`config.mk`:
```
export PLATFORM = sky130hd
export DESIGN_NAME = bitmap_run_allocator_core
export DESIGN_NICKNAME = d
export VERILOG_FILES = /design/src/hw/rtl/brun_pkg.sv /design/src/hw/rtl/bitmap_run_allocator_core.sv /design/src/hw/rtl/brun_map_mem.sv /design/src/hw/rtl/brun_byte_scan.sv
export SDC_FILE = /design/constraint.sdc
export NUM_CORES = 1
export LEC_CHECK = 0
export ABC_CLOCK_PERIOD_IN_PS = 17850
export BUFFER_PORTS_ARGS = -buffer_cell sky130_fd_sc_hd__buf_2
export CAP_MARGIN = 20
export CORE_MARGIN = 8
export CORE_UTILIZATION = 50
export DETAILED_ROUTE_END_ITERATION = 7
export GPL_ROUTABILITY_DRIVEN = 0
export PLACE_DENSITY = 0.72
export SYNTH_ARGS = -nofsm -noshare
export SYNTH_HDL_FRONTEND = slang
export SYNTH_SLANG_ARGS = --single-unit
```
`constraint.sdc`:
```
create_clock -name clk -period 17.85 [get_ports clk]
set_input_delay 3.57 -clock clk [delete_from_list [all_inputs] [get_ports clk]]
set_output_delay 3.57 -clock clk [all_outputs]
set_load 0.02 [all_outputs]
```
`src/hw/rtl/brun_pkg.sv`:
```
// Shared types and constants of the bitmap run allocator.
// Holds request and status codes, item structs and the controller states.
// No dependencies.
package brun_pkg;

	// Default map depth in bytes and reset value of the map size register
	localparam int MAP_BYTES_MAX_DEF = 128;
	localparam logic [7:0] MAP_BYTES_RST = 8'd128;

	typedef enum logic [1:0] {
		REQ_TEST  = 2'd0,
		REQ_WRITE = 2'd1,
		REQ_SCAN  = 2'd2,
		REQ_CLEAR = 2'd3
	} req_type_t;

	typedef enum logic [1:0] {
		STS_OK    = 2'd0,
		STS_RANGE = 2'd1,
		STS_NOFIT = 2'd2
	} status_t;

	typedef struct packed {
		logic [1:0]  req_type;
		logic [9:0]  bit_index;
		logic        bit_value;
		logic [10:0] run_length;
	} in_item_t;

	typedef struct packed {
		logic [1:0] status;
		logic [9:0] start_index;
		logic       bit_read;
	} out_item_t;

	// Result of scanning one map byte for a free run
	typedef struct packed {
		logic        found;
		logic [2:0]  pos;
		logic [10:0] run_out;
	} scan_res_t;

	typedef enum logic [2:0] {
		ST_INIT,
		ST_IDLE,
		ST_RMW,
		ST_SCAN,
		ST_CLEAR,
		ST_DONE
	} brun_state_t;

endpackage

```
`src/hw/rtl/bitmap_run_allocator_core.sv`:
```
// First-fit bitmap run allocator: test, write, clear and free-run scan of a usage map.
// A range error goes straight to the result; test and write read the addressed byte and a
// write stores it back changed; clear sweeps the map bytes in use; a scan reads one map byte
// per cycle (set by the single read port of the map memory). One item is in work at a time.
// After reset the map is swept to zero, with in_stall high until the sweep ends.
// Depends on brun_pkg, brun_map_mem and brun_byte_scan.
module bitmap_run_allocator_core import brun_pkg::*; #(
	parameter int MAP_BYTES_MAX = MAP_BYTES_MAX_DEF
) (
	input  logic       clk,
	input  logic       arst_n,
	input  logic       cfg_wr_en,
	input  logic [7:0] cfg_wr_data,
	input  logic       in_valid,
	output logic       in_stall,
	input  in_item_t   in_item,
	output logic       out_valid,
	input  logic       out_stall,
	output out_item_t  out_item
);

	localparam int AW  = (MAP_BYTES_MAX > 1) ? $clog2(MAP_BYTES_MAX) : 1;
	localparam int NBW = ($clog2(MAP_BYTES_MAX + 1) > 8) ? $clog2(MAP_BYTES_MAX + 1) : 8;
	localparam int CW  = NBW + 3;
	localparam int IW  = (AW > 7) ? AW : 7;
	localparam logic [NBW-1:0] NB_MAX = NBW'(MAP_BYTES_MAX);

	brun_state_t state_q, state_d;

	logic [7:0]     map_bytes_q;
	logic [NBW-1:0] nb;
	logic [CW-1:0]  nunits;
	logic [NBW-1:0] cnt_q;
	in_item_t       req_q;
	logic [AW-1:0]  addr_q;
	logic [10:0]    run_q;
	logic           valid_s1;
	logic           last_s1;
	logic [NBW-1:0] byte_s1;
	out_item_t      res_q;
	out_item_t      out_q;
	logic           out_valid_q;

	logic           in_acc;
	logic           out_free;
	logic           idx_bad;
	logic           len_bad;
	logic           req_bad;
	logic [IW-1:0]  in_byte;
	logic           scan_issue;
	logic           scan_end;
	logic           init_last;
	logic           clear_last;

	logic           rd_en;
	logic [AW-1:0]  rd_addr;
	logic [7:0]     rd_data;
	logic           wr_en;
	logic [AW-1:0]  wr_addr;
	logic [7:0]     wr_data;
	logic [7:0]     bit_mask;
	scan_res_t      scan;

	// Map size in use, clamped to one byte at least and to the memory depth
	always_comb begin
		logic [NBW-1:0] mb;
		mb = NBW'(map_bytes_q);
		if (mb == '0) begin
			nb = NBW'(1);
		end else if (mb > NB_MAX) begin
			nb = NB_MAX;
		end else begin
			nb = mb;
		end
	end
	assign nunits = {nb, 3'b000};

	assign in_acc     = in_valid && !in_stall;
	assign out_free   = !out_valid_q || !out_stall;
	assign idx_bad    = CW'(in_item.bit_index) >= nunits;
	assign len_bad    = (in_item.run_length == '0) || (CW'(in_item.run_length) > nunits);
	assign req_bad    = (((in_item.req_type == REQ_TEST) || (in_item.req_type == REQ_WRITE))
		&& idx_bad) || ((in_item.req_type == REQ_SCAN) && len_bad);
	assign in_byte    = IW'(in_item.bit_index[9:3]);
	assign scan_issue = (state_q == ST_SCAN) && (cnt_q != nb);
	assign scan_end   = valid_s1 && (scan.found || last_s1);
	assign init_last  = cnt_q == NB_MAX - NBW'(1);
	assign clear_last = cnt_q == nb - NBW'(1);
	assign bit_mask   = 8'(1) << req_q.bit_index[2:0];

	// Next state
	always_comb begin
		state_d = state_q;
		unique case (state_q)
			ST_INIT: begin
				if (init_last) begin
					state_d = ST_IDLE;
				end
			end
			ST_IDLE: begin
				if (in_acc) begin
					unique case (in_item.req_type)
						REQ_TEST, REQ_WRITE: state_d = idx_bad ? ST_DONE : ST_RMW;
						REQ_SCAN:            state_d = len_bad ? ST_DONE : ST_SCAN;
						REQ_CLEAR:           state_d = ST_CLEAR;
						default:             state_d = ST_DONE;
					endcase
				end
			end
			ST_RMW: state_d = ST_DONE;
			ST_SCAN: begin
				if (scan_end) begin
					state_d = ST_DONE;
				end
			end
			ST_CLEAR: begin
				if (clear_last) begin
					state_d = ST_DONE;
				end
			end
			ST_DONE: begin
				if (out_free) begin
					state_d = ST_IDLE;
				end
			end
			default: state_d = ST_INIT;
		endcase
	end

	// Memory control per state
	always_comb begin
		rd_en   = 1'b0;
		rd_addr = '0;
		wr_en   = 1'b0;
		wr_addr = '0;
		wr_data = '0;
		unique case (state_q)
			ST_INIT, ST_CLEAR: begin
				wr_en   = 1'b1;
				wr_addr = cnt_q[AW-1:0];
			end
			ST_IDLE: begin
				rd_en   = in_acc;
				rd_addr = in_byte[AW-1:0];
			end
			ST_RMW: begin
				wr_en   = req_q.req_type == REQ_WRITE;
				wr_addr = addr_q;
				wr_data = req_q.bit_value ? (rd_data | bit_mask) : (rd_data & ~bit_mask);
			end
			ST_SCAN: begin
				rd_en   = scan_issue;
				rd_addr = cnt_q[AW-1:0];
			end
			default: begin
				rd_en = 1'b0;
			end
		endcase
	end

	// Hold the state and the map size register
	always_ff @(posedge clk or negedge arst_n) begin
		if (!arst_n) begin
			state_q     <= ST_INIT;
			map_bytes_q <= MAP_BYTES_RST;
		end else begin
			state_q <= state_d;
			if (cfg_wr_en) begin
				map_bytes_q <= cfg_wr_data;
			end
		end
	end

	// Sweep counter, also the scan read address
	always_ff @(posedge clk or negedge arst_n) begin
		if (!arst_n) begin
			cnt_q    <= '0;
			valid_s1 <= 1'b0;
		end else begin
			valid_s1 <= scan_issue;
			if (state_q == ST_IDLE) begin
				cnt_q <= '0;
			end else if (state_q == ST_INIT || state_q == ST_CLEAR || scan_issue) begin
				cnt_q <= cnt_q + NBW'(1);
			end
		end
	end

	// Latch the request, track the scan run
	always_ff @(posedge clk) begin
		if (in_acc) begin
			req_q  <= in_item;
			addr_q <= in_byte[AW-1:0];
			run_q  <= '0;
		end else if (valid_s1) begin
			run_q <= scan.run_out;
		end
		last_s1 <= cnt_q == nb - NBW'(1);
		byte_s1 <= cnt_q;
	end

	// Form the result of the item in work
	always_ff @(posedge clk) begin
		if (state_q == ST_IDLE && in_acc) begin
			res_q.status      <= req_bad ? STS_RANGE : STS_OK;
			res_q.start_index <= '0;
			res_q.bit_read    <= 1'b0;
		end else if (state_q == ST_RMW) begin
			if (req_q.req_type == REQ_TEST) begin
				res_q.bit_read <= rd_data[req_q.bit_index[2:0]];
			end
		end else if (state_q == ST_SCAN && scan_end) begin
			if (scan.found) begin
				res_q.start_index <= {byte_s1[6:0], scan.pos} + 10'd1 - req_q.run_length[9:0];
			end else begin
				res_q.status <= STS_NOFIT;
			end
		end
	end

	// Output register: load on finish, drop once taken
	always_ff @(posedge clk or negedge arst_n) begin
		if (!arst_n) begin
			out_valid_q <= 1'b0;
		end else if (state_q == ST_DONE && out_free) begin
			out_valid_q <= 1'b1;
		end else if (!out_stall) begin
			out_valid_q <= 1'b0;
		end
	end

	always_ff @(posedge clk) begin
		if (state_q == ST_DONE && out_free) begin
			out_q <= res_q;
		end
	end

	assign in_stall  = state_q != ST_IDLE;
	assign out_valid = out_valid_q;
	assign out_item  = out_q;

	brun_map_mem #(
		.DEPTH (MAP_BYTES_MAX),
		.AW    (AW)
	) u_mem (
		.clk     (clk),
		.rd_en   (rd_en),
		.rd_addr (rd_addr),
		.rd_data (rd_data),
		.wr_en   (wr_en),
		.wr_addr (wr_addr),
		.wr_data (wr_data)
	);

	brun_byte_scan u_scan (
		.map_byte (rd_data),
		.run_in   (run_q),
		.run_len  (req_q.run_length),
		.res      (scan)
	);

endmodule

```
`src/hw/rtl/brun_map_mem.sv`:
```
// Usage map storage: one write port, one read port with registered data.
// Depends on nothing; sized by parameters from the top level.
module brun_map_mem #(
	parameter int DEPTH = 128,
	parameter int AW    = 7
) (
	input  logic          clk,
	input  logic          rd_en,
	input  logic [AW-1:0] rd_addr,
	output logic [7:0]    rd_data,
	input  logic          wr_en,
	input  logic [AW-1:0] wr_addr,
	input  logic [7:0]    wr_data
);

	logic [7:0] mem [DEPTH];

	// Write the addressed byte
	always_ff @(posedge clk) begin
		if (wr_en) begin
			mem[wr_addr] <= wr_data;
		end
	end

	// Registered read of the addressed byte
	always_ff @(posedge clk) begin
		if (rd_en) begin
			rd_data <= mem[rd_addr];
		end
	end

endmodule

```
`src/hw/rtl/brun_byte_scan.sv`:
```
// Free-run counter over one map byte, lowest bit first.
// Depends on brun_pkg for the scan result struct.
module brun_byte_scan import brun_pkg::*; (
	input  logic [7:0]  map_byte,
	input  logic [10:0] run_in,
	input  logic [10:0] run_len,
	output scan_res_t   res
);

	// Extend or reset the run at each unit, note the first unit where it fits
	always_comb begin
		logic [10:0] run;
		logic        found;
		logic [2:0]  pos;
		run   = run_in;
		found = 1'b0;
		pos   = 3'd0;
		for (int k = 0; k < 8; k++) begin
			if (map_byte[k]) begin
				run = '0;
			end else begin
				run = run + 11'd1;
			end
			if (!found && run == run_len) begin
				found = 1'b1;
				pos   = 3'(k);
			end
		end
		res.found   = found;
		res.pos     = pos;
		res.run_out = run;
	end

endmodule

```
Word level (Yosys, flattened, before mapping)

Memory sizes are Yosys's and may differ from the RTL's. A register that Yosys moved wholly into a read port is not among the register bits.
Index checks and enable logic that the tools add are counted.

Bits in registers: 90
Bits in writable memories: 1024
Input bits: 37
Output and inout bits: 15
Logic and storage cells: 171
Memories: 1

Add/subtract/negate cells: 12
$lt $le $gt $ge: 4
Equality and inequality tests: 29
Shift-type cells: 1
Muxes and demuxes: 56
Bitwise gates (word level): 4
Reductions and logical operators: 45

Memory list:

| name      | words | width | read ports | clocked after Yosys merged registers in | wr ports | RTL line           | RTL |
|---|---|---|---|---|---|---|---|
| u_mem.mem | 128   | 8     | 1          | 1                                       | 1        | brun_map_mem.sv:16 | `logic [7:0] mem [DEPTH];` |

Operators by type and width:

| cell                                                                   | count |
|---|---|
| 11-bit by 1-bit adder with 11-bit output (second input constant)       | 8 |
| 11-bit equality test                                                   | 8 |
| 11-bit two-way mux                                                     | 8 |
| 8-bit two-way mux                                                      | 6 |
| 3-bit two-way mux                                                      | 11 |
| 7-bit one-hot mux with 2 select lines                                  | 2 |
| 12-bit two-way mux                                                     | 2 |
| 3-bit one-hot mux with 6 select lines                                  | 1 |
| 1-bit two-way mux                                                      | 17 |
| 1-bit logical AND                                                      | 15 |
| 13-bit two-way mux                                                     | 1 |
| 2-bit != test (second input constant)                                  | 6 |
| 10-bit by 11-bit >= comparator with 1-bit output                       | 1 |
| 11-bit greater-than comparator                                         | 1 |
| 11-bit zero test                                                       | 1 |
| 10-bit by 1-bit adder with 10-bit output (second input constant)       | 1 |
| 1-bit zero test                                                        | 10 |
| 10-bit two-way mux                                                     | 1 |
| 10-bit subtractor                                                      | 1 |
| 3-bit one-hot mux with 3 select lines                                  | 1 |
| 8-bit by 1-bit adder with 8-bit output (second input constant)         | 1 |
| 8-bit AND                                                              | 1 |
| 8-bit by 7-bit equality test with 1-bit output (second input constant) | 1 |
| 8-bit equality test                                                    | 1 |
| other kinds (27)                                                       | 45 |

Depth between registers and ports, before layout

Gate-level depths: netlist (run 1).

Depth in word-level cells: 31
Depth in mapped cells: 45

Hierarchy

From an unflattened synthesis (run 1), not the netlist that was laid out.

Cell total of the unflattened synthesis: 2781
Area, all modules: 48995.7 µm²

By module, submodules not included:

| module                    | times used | cells each | area an instance (µm²) | seq. area each (µm²) |
|---|---|---|---|---|
| brun_map_mem              | 1          | 1635       | 39745.6                | 30989.7 |
| bitmap_run_allocator_core | 1          | 534        | 5252.5                 | 2298.5 |
| brun_byte_scan            | 1          | 612        | 3997.6                 | 0.0 |

Worst setup path before layout (run 1)

OpenSTA, ideal clock, no wires.

Path type: register to register
Start: register u_mem.rd_data[0] (read register of u_mem.mem)
End: register res_q[10] (netlist bit)
Setup time: 72 ps
Data arrival time: 8540 ps
Data required time: 17778 ps
Slack: 9238 ps
Stages on the path, launching flop included: 46
Buffers on the path: 4
Period minus slack after synthesis: 8612 ps
Cells stage by stage: edfxtp_1 clkbuf_1 clkbuf_1 clkbuf_1 clkbuf_1 nor2_1 ha_1 nor2b_1 ha_1 nor2b_1 ha_1 nor2b_1 ha_1 nor2b_1 ha_1 nor2b_1 a21oi_1 o21ai_0 (+10 left out) nand4_1 a21oi_1 o21bai_1 ha_1 inv_1 ha_1 inv_1 fa_1 nor2b_1 o21ai_0 nand2b_1 a21oi_1 o21bai_1 a21o_1 a21oi_1 xnor2_1 nand2_1 mux2i_1

Word-level cells in the longest chain between the ends: 28

Ends and longest elaborated chain:

| item                                                                              | RTL line                        | RTL |
|---|---|---|
| start, declared                                                                   | brun_map_mem.sv:10              | `output logic [7:0] rd_data,` |
| 11-bit two-way mux *                                                              | brun_byte_scan.sv:19            | `if (map_byte[k]) begin` |
| branches (longest 27 deep; another with 11-bit by 1-bit adder with 11-bit output) | n/a                             |  |
| end, declared                                                                     | bitmap_run_allocator_core.sv:40 | `out_item_t res_q;` |

Every way passes the cells marked *.
A chain may end at the register's enable or synchronous reset.

Worst setup path in the final report (run 1)

Start: register run_q[0]
End: register res_q[10] (netlist bit)

Word-level cells in the longest chain between the ends: 29

Ends and longest elaborated chain:

| item                                                                              | RTL line                         | RTL |
|---|---|---|
| start, declared                                                                   | bitmap_run_allocator_core.sv:36  | `logic [10:0] run_q;` |
| start signal, assigned                                                            | bitmap_run_allocator_core.sv:196 | `run_q <= scan.run_out;` |
| 11-bit by 1-bit adder with 11-bit output *                                        | brun_byte_scan.sv:22             | `run = run + 11'd1;` |
| 11-bit two-way mux *                                                              | brun_byte_scan.sv:19             |  |
| branches (longest 27 deep; another with 11-bit by 1-bit adder with 11-bit output) | n/a                              |  |

Marks and branches as above.

==> results.toml, run 1 <==
[power_and_ir_drop]
p_sw_frac = 0.342
powerDensity_nw_per_um2 = 133
power_leakage_nw = 17.6
peakVddDrop_mv = 0.0973
p_switching_mw = 2.52
comb_power_share = 0.279
p_int_mw = 4.85
clock_power_share = 0.300
seq_power_share = 0.421

[flow_run]
cap_violations = 0

[floorplanning]
io_pins = 52
die_width_um = 334
start_util = 0.505
dieArea_um2 = 112000
fp.dieH_um = 334
row_count = 116
core_um2 = 100000

[logic_synthesis]
synthTopCellsByArea = "edfxtp_1 (64%), a211oi_1 (5.7%), nand2_1 (4.7%), and2_1 (3.3%), a311oi_1 (2.2%)"
yosysWarnings = 0
synth-edff-count = 1071
synthTopCellsByCount = "edfxtp_1 (1071), nand2_1 (628), a211oi_1 (386)"
synth_cell_type_count = 94
yosysSeqAreaShare = 0.657
syn_inst = 4111
syn-num-nets = 4191
synth_area_leader_cell = "edfxtp_1"
async_flop_share = 0.0187
avgSynthCellArea_um2 = 12.3
synth.most_common_cell = "edfxtp_1"
synth_area_um2 = 50600
synth_top_area_share = 0.635
synth_ff_type = "edfxtp_1"
synth-seq-cells = 1122

[final_layout]
n_fill_cell = 8086
drive_above_1_share = 0.0761
register_area_um2 = 33300
multi_input_area_um2 = 16100
num_antenna_cells = 0
syn_to_final_growth_pct = 9.44
layout.cells.non_filler = 5468
final_nets = 4105

[cts]
clk_pin_slew_worst_paths_ns = 0.06
cts_buffers = 109
post_cts_buffers = 0
cts_tree = "done"
cts_resized = 0
h-tree-depth = 3
cts-hold-fix-buffers = 0
cts_root_buf = "clkbuf_16"
clk_path_buf_depth = 3
clkSinkCount = 1122
insertion_delay_ns = 0.70

[drt]
avgRoutedWirePerCell_um = 22.9
dr.pass1.iters = 6
viasPerCell = 6.14
vias = 33600
wl_um = 125000
antenna_left = 0
dr.first_iter.drc_count = 3564
drc = 0

[setup_path]
critPathArrivalTime_ns = 10.06
rrSetupSlack_ns = 8.38
worstSetupPathType = "register to register"
r2r-start = "run_q[0]"
start_kind = "register"
crit_path_end = "res_q[10]"
cp.required_ns = 18.44
reg2reg_depth = 39
crit_slowest_cell = "mux2i_1"
cp.depth = 39
slowest_delay_ns = 0.76
r2r-end = "res_q[10]"
critical_path.top_delay_family = "simple AND/OR/NAND/NOR gates"
crit_path_start = "run_q[0]"
crit_buf_inv = 4
worst_path_most_repeated_cell = "ha_1"
cp-end-kind = "register"
crit_fanout = 15

[sta]
rsz0062_at_grt = "false"
max_freq_mhz = 106
min_period_ns = 9.47
fin_skew_ns = 0.0604
slew_viol_final = 0
worst_slew_pin_slew_ns = 1.22
finalCritPeriodShare = 0.530
hold_viol = 0
setup_viol_count_final = 0
max_slew_margin = 0.187
tns_ns = 0

[placement]
post-place-cells = 5271
dp_hpwl_um = 73400
portBuffers = 51

[global_routing]
grt_max_degree = 194
antenna_found_initial = 1
grt_pass1_vias = 32100
grt_usage = 0.216
grt.overflow.total = 0
grt_pass1_wl_um = 190000

[outcome]
status = "complete, no violations"

[hold_path]
hp-class = "register to register"
[cell type report]
type / instances / share of cell area
Multi-Input combinational cell: 2639 / 0.291
Clock buffer: 132 / 0.0508
Clock inverter: 65 / 0.0110
Timing Repair Buffer: 100 / 0.0124
Tap cell: 1357 / 0.0306
Inverter: 53 / 0.00359
Sequential cell: 1122 / 0.601
[flip-flops by register name (all words and copies together), names as in the netlist]
name / cells
u_mem.mem: 1024
req_q: 17
out_item: 13
res_q: 13
run_q: 11
cnt_q: 8
map_bytes_q: 8
u_mem.rd_data: 8
addr_q: 7
byte_s1: 7
state_q: 3
last_s1: 1
out_valid: 1
valid_s1: 1
[metrics by stage]
| step | hold WS [ns] | instance area (um^2) | setup slack (ns) | utilization | total power, mW |
|---|---|---|---|---|---|
| floorplan | 0.342 | 50600 | 9.24 | - | 4.53 |
| detailed placement | 0.411 | 52000 | 8.53 | 0.518 | 5.18 |
| global placement | 0.405 | 52000 | 8.61 | 0.518 | 5.14 |
| CTS | 0.424 | 55400 | 8.50 | 0.553 | 7.37 |
| finish | 0.425 | 55400 | 8.38 | 0.553 | 7.37 |
| global route | 0.435 | 55400 | 7.46 | 0.553 | 7.68 |
[metal layers]
metal	global-route usage	vias up	share of wire
met1	0.294	16500	0.41
met4	0.0831	0	0.037
met2	0.352	1371	0.48
li1	-	15400	-
met3	0.0315	277	0.075
met5	0	-	0
[how the worst min path moves through the flow]
stage | from | to | slack [ns] | cells after the start
final | res_q[11] | out_item[11] | 0.43 | 0
after global routing | res_q[11] | out_item[11] | 0.44 | 0
after CTS | res_q[11] | out_item[11] | 0.42 | 0
after detailed placement | res_q[11] | out_item[11] | 0.41 | 0
after global placement | res_q[11] | out_item[11] | 0.41 | 0
after floorplan | cnt_q[2] | byte_s1[2] | 0.34 | 0
[kinds of logic after synthesis]
| group | count (synthesis) | share of synthesized area |
|---|---|---|
| and+or+nand+nor | 1393 | 0.130 |
| DFF | 1122 | 0.657 |
| AOI/OAI and AO/OA | 1017 | 0.141 |
| buffers and inverters | 350 | 0.0262 |
| xor gates and xnor gates | 131 | 0.0231 |
| muxes | 55 | 0.0121 |
| adders and majority gates | 43 | 0.0108 |
[placed cells by master, fill, tap and decap left out, types with 19 or more instances in the layout]
master / Yosys / layout
nor2b_1: 27 / 26
nand4_1: 29 / 29
clkbuf_16: 0 / 109
clkinv_1: 6 / 26
inv_1: 45 / 45
a311oi_1: 130 / 130
mux2i_1: 35 / 35
and2_1: 266 / 265
nand2_1: 628 / 626
nand2b_1: 21 / 21
nand3_1: 35 / 35
a21oi_1: 189 / 189
clkbuf_1: 287 / 23
xor2_1: 23 / 23
or3_1: 21 / 21
dfxtp_1: 30 / 30
ha_1: 42 / 42
xnor2_1: 105 / 105
edfxtp_1: 1071 / 1071
nor3_1: 38 / 38
nor4_1: 21 / 21
a21o_1: 24 / 24
dfrtp_1: 20 / 20
buf_4: 1 / 43
o21ai_0: 44 / 44
a211oi_1: 386 / 386
nor2_1: 239 / 231
a31oi_1: 144 / 144
clkinv_2: 0 / 19
buf_2: 2 / 51
[power groups by stage]
stage	clock, mW	sequential, mW	combinational [mW]
after detailed placement	0	3.16	2.02
after floorplan	0	3.09	1.44
after CTS	2.24	3.10	2.03
final	2.21	3.10	2.05
after global placement	0	3.15	1.99
after global routing	2.34	3.12	2.22
No activity file was read; power rests on OpenSTA's default activity.
==> run 2, diff against run 1 <==
Settings changed: ABC_CLOCK_PERIOD_IN_PS 17850 to 9700.
Clock period 17.85 ns to 9.7 ns, I/O delays scaled along.
==> run 2 against run 1 <==
First-iteration DRC count grew 7.7%. Hold slack lost 0.0055 ns. Die area is the same. Clock power grew 96%. Critical path type unchanged. Highest routed layer unchanged.
==> results.toml, run 2 (same netlist as run 1, synthesis figures left out) <==
[drt]
dr.pass1.iters = 5
viasPerCell = 6.14
vias = 33700
drc = 0
dr.first_iter.drc_count = 3840
avgRoutedWirePerCell_um = 22.8
wl_um = 125000
wl_met2_um = 59700
met1Wirelength_um = 51500
met3WireLength_um = 9290
antenna_left = 0
top_layer = "met4"

[global_routing]
grt_pass1_vias = 32200
grt_usage = 0.217
grt_pass1_wl_um = 192000
grt.overflow.total = 0
antenna_found_initial = 0
grt_max_degree = 182

[cts]
insertion_delay_ns = 0.71
clkSinkCount = 1122
post_cts_buffers = 0
cts_tree = "done"
cts_root_buf = "clkbuf_16"
h-tree-depth = 3
clk_pin_slew_worst_paths_ns = 0.07
cts_buffers = 111
clk_path_buf_depth = 3
cts-hold-fix-buffers = 0

[floorplanning]
io_pins = 52
row_count = 116
start_util = 0.505
dieArea_um2 = 112000
core_um2 = 100000
fp.dieH_um = 334
die_width_um = 334

[setup_path]
reg2reg_depth = 39
crit_fanout = 10
rrSetupSlack_ns = 0.76
start_kind = "register"
cp-end-kind = "register"
critical_path.top_delay_family = "compound AO/OA/AOI/OAI gates"
critPathArrivalTime_ns = 9.53
cp.required_ns = 10.29
worstSetupPathType = "register to register"
crit_slowest_cell = "mux2i_1"
slowest_delay_ns = 0.61
worst_path_most_repeated_cell = "ha_1"
crit_buf_inv = 4
cp.depth = 39

[final_layout]
top_regs = "u_mem.mem: 1024 flops, req_q: 17 flops"
final_cell_mix = "edfxtp_1 (1071), nand2_1 (626), a211oi_1 (386), and2_1 (265), nor2_1 (231)"
drive_above_1_share = 0.0815
top_register = "u_mem.mem"
num_antenna_cells = 0
final_nets = 4115
syn_to_final_growth_pct = 10.3
largest_register_ffs = 1024
final_core_util = 0.557
final_common_cell = "edfxtp_1"

[power_and_ir_drop]
peakVddDrop_mv = 0.223
p_sw_frac = 0.338
power_leakage_nw = 17.8
p_int_mw = 9.17
comb_power_share = 0.277
p_switching_mw = 4.68
seq_power_share = 0.410
clock_power_share = 0.313
powerDensity_nw_per_um2 = 248

[sta]
min_period_ns = 8.94
worst_slew_pin_slew_ns = 1.20
hold_viol = 0
finalCritPeriodShare = 0.922
fin_skew_ns = 0.0635
slew_viol_final = 0
max_slew_margin = 0.201
tns_ns = 0
setup_viol_count_final = 0
rsz0062_at_grt = "false"
max_freq_mhz = 112

[flow_run]
cap_violations = 0

[outcome]
status = "complete, no violations"

[placement]
portBuffers = 51
dp_hpwl_um = 74300

[hold_path]
hp-class = "register to register"
hold-path-cell-count = 0
## run 2: worst paths after layout
kind,to,start
max reg2reg,res_q[10],run_q[1]
max,res_q[10],run_q[1]
max in group asynchronous,state_q[0],arst_n
min reg2reg,out_item[12],res_q[12]
min in group asynchronous,map_bytes_q[0],arst_n
min,out_item[12],res_q[12]
## run 2: layer usage
layer | up-vias | track usage
met4 | 0 | 0.0832
met1 | 16600 | 0.295
met5 | - | 0
li1 | 15400 | -
met3 | 287 | 0.0340
met2 | 1357 | 0.353
## run 2: repair_timing
action / in CTS / in global routing
resized for setup: 0 / 12
endpoints found under the setup margin: 0 / 3
endpoints found under the hold margin: 0 / 0
## run 2: power groups by stage
stage	Sequential, mW	Clock (mW)	Combinational, mW
3_3_place_gp	5.76	0	3.72
6_report	5.67	4.33	3.84
3_5_place_dp	5.77	0	3.78
4_1_cts	5.67	4.38	3.80
2_1_floorplan	5.69	0	2.64
5_1_grt	5.69	4.57	4.16
## run 2: layout make-up
type                    instances  area, um^2
clock buffers                 133        2930
repair buffers                108         816
multi-input cells            2639       16200
clock inverters                78         756
inverters                      53         199
well taps                    1357        1700
fillers                      8033       44400
flip-flops and latches       1122       33300
## run 2: worst reg2reg max path: cells and delay by family, from the launching register on
family	cells	cell delay (ns)
XOR/XNOR	2	0.27
buffers and inverters	4	0.40
adder cells (fa/ha/maj)	6	1.88
flip-flops	1	0.42
AND/OR/NAND/NOR	9	1.60
multiplexers	5	2.04
AO/OA/AOI/OAI	13	2.29
## run 2: per-stage QoR
stage / power [mW] / setup WS, ns / instances / hold WS [ns] / instance area, um^2
detailed placement: 9.55 / 0.626 / 5277 / 0.406 / 52100
finish: 13.8 / 0.757 / 5490 / 0.420 / 55900
CTS: 13.8 / 0.556 / 5488 / 0.420 / 55800
global placement: 9.48 / 0.749 / 5276 / 0.402 / 52100
global route: 14.4 / 0.0368 / 5490 / 0.436 / 55900
floorplan: 8.34 / 1.09 / 4111 / 0.342 / 50600
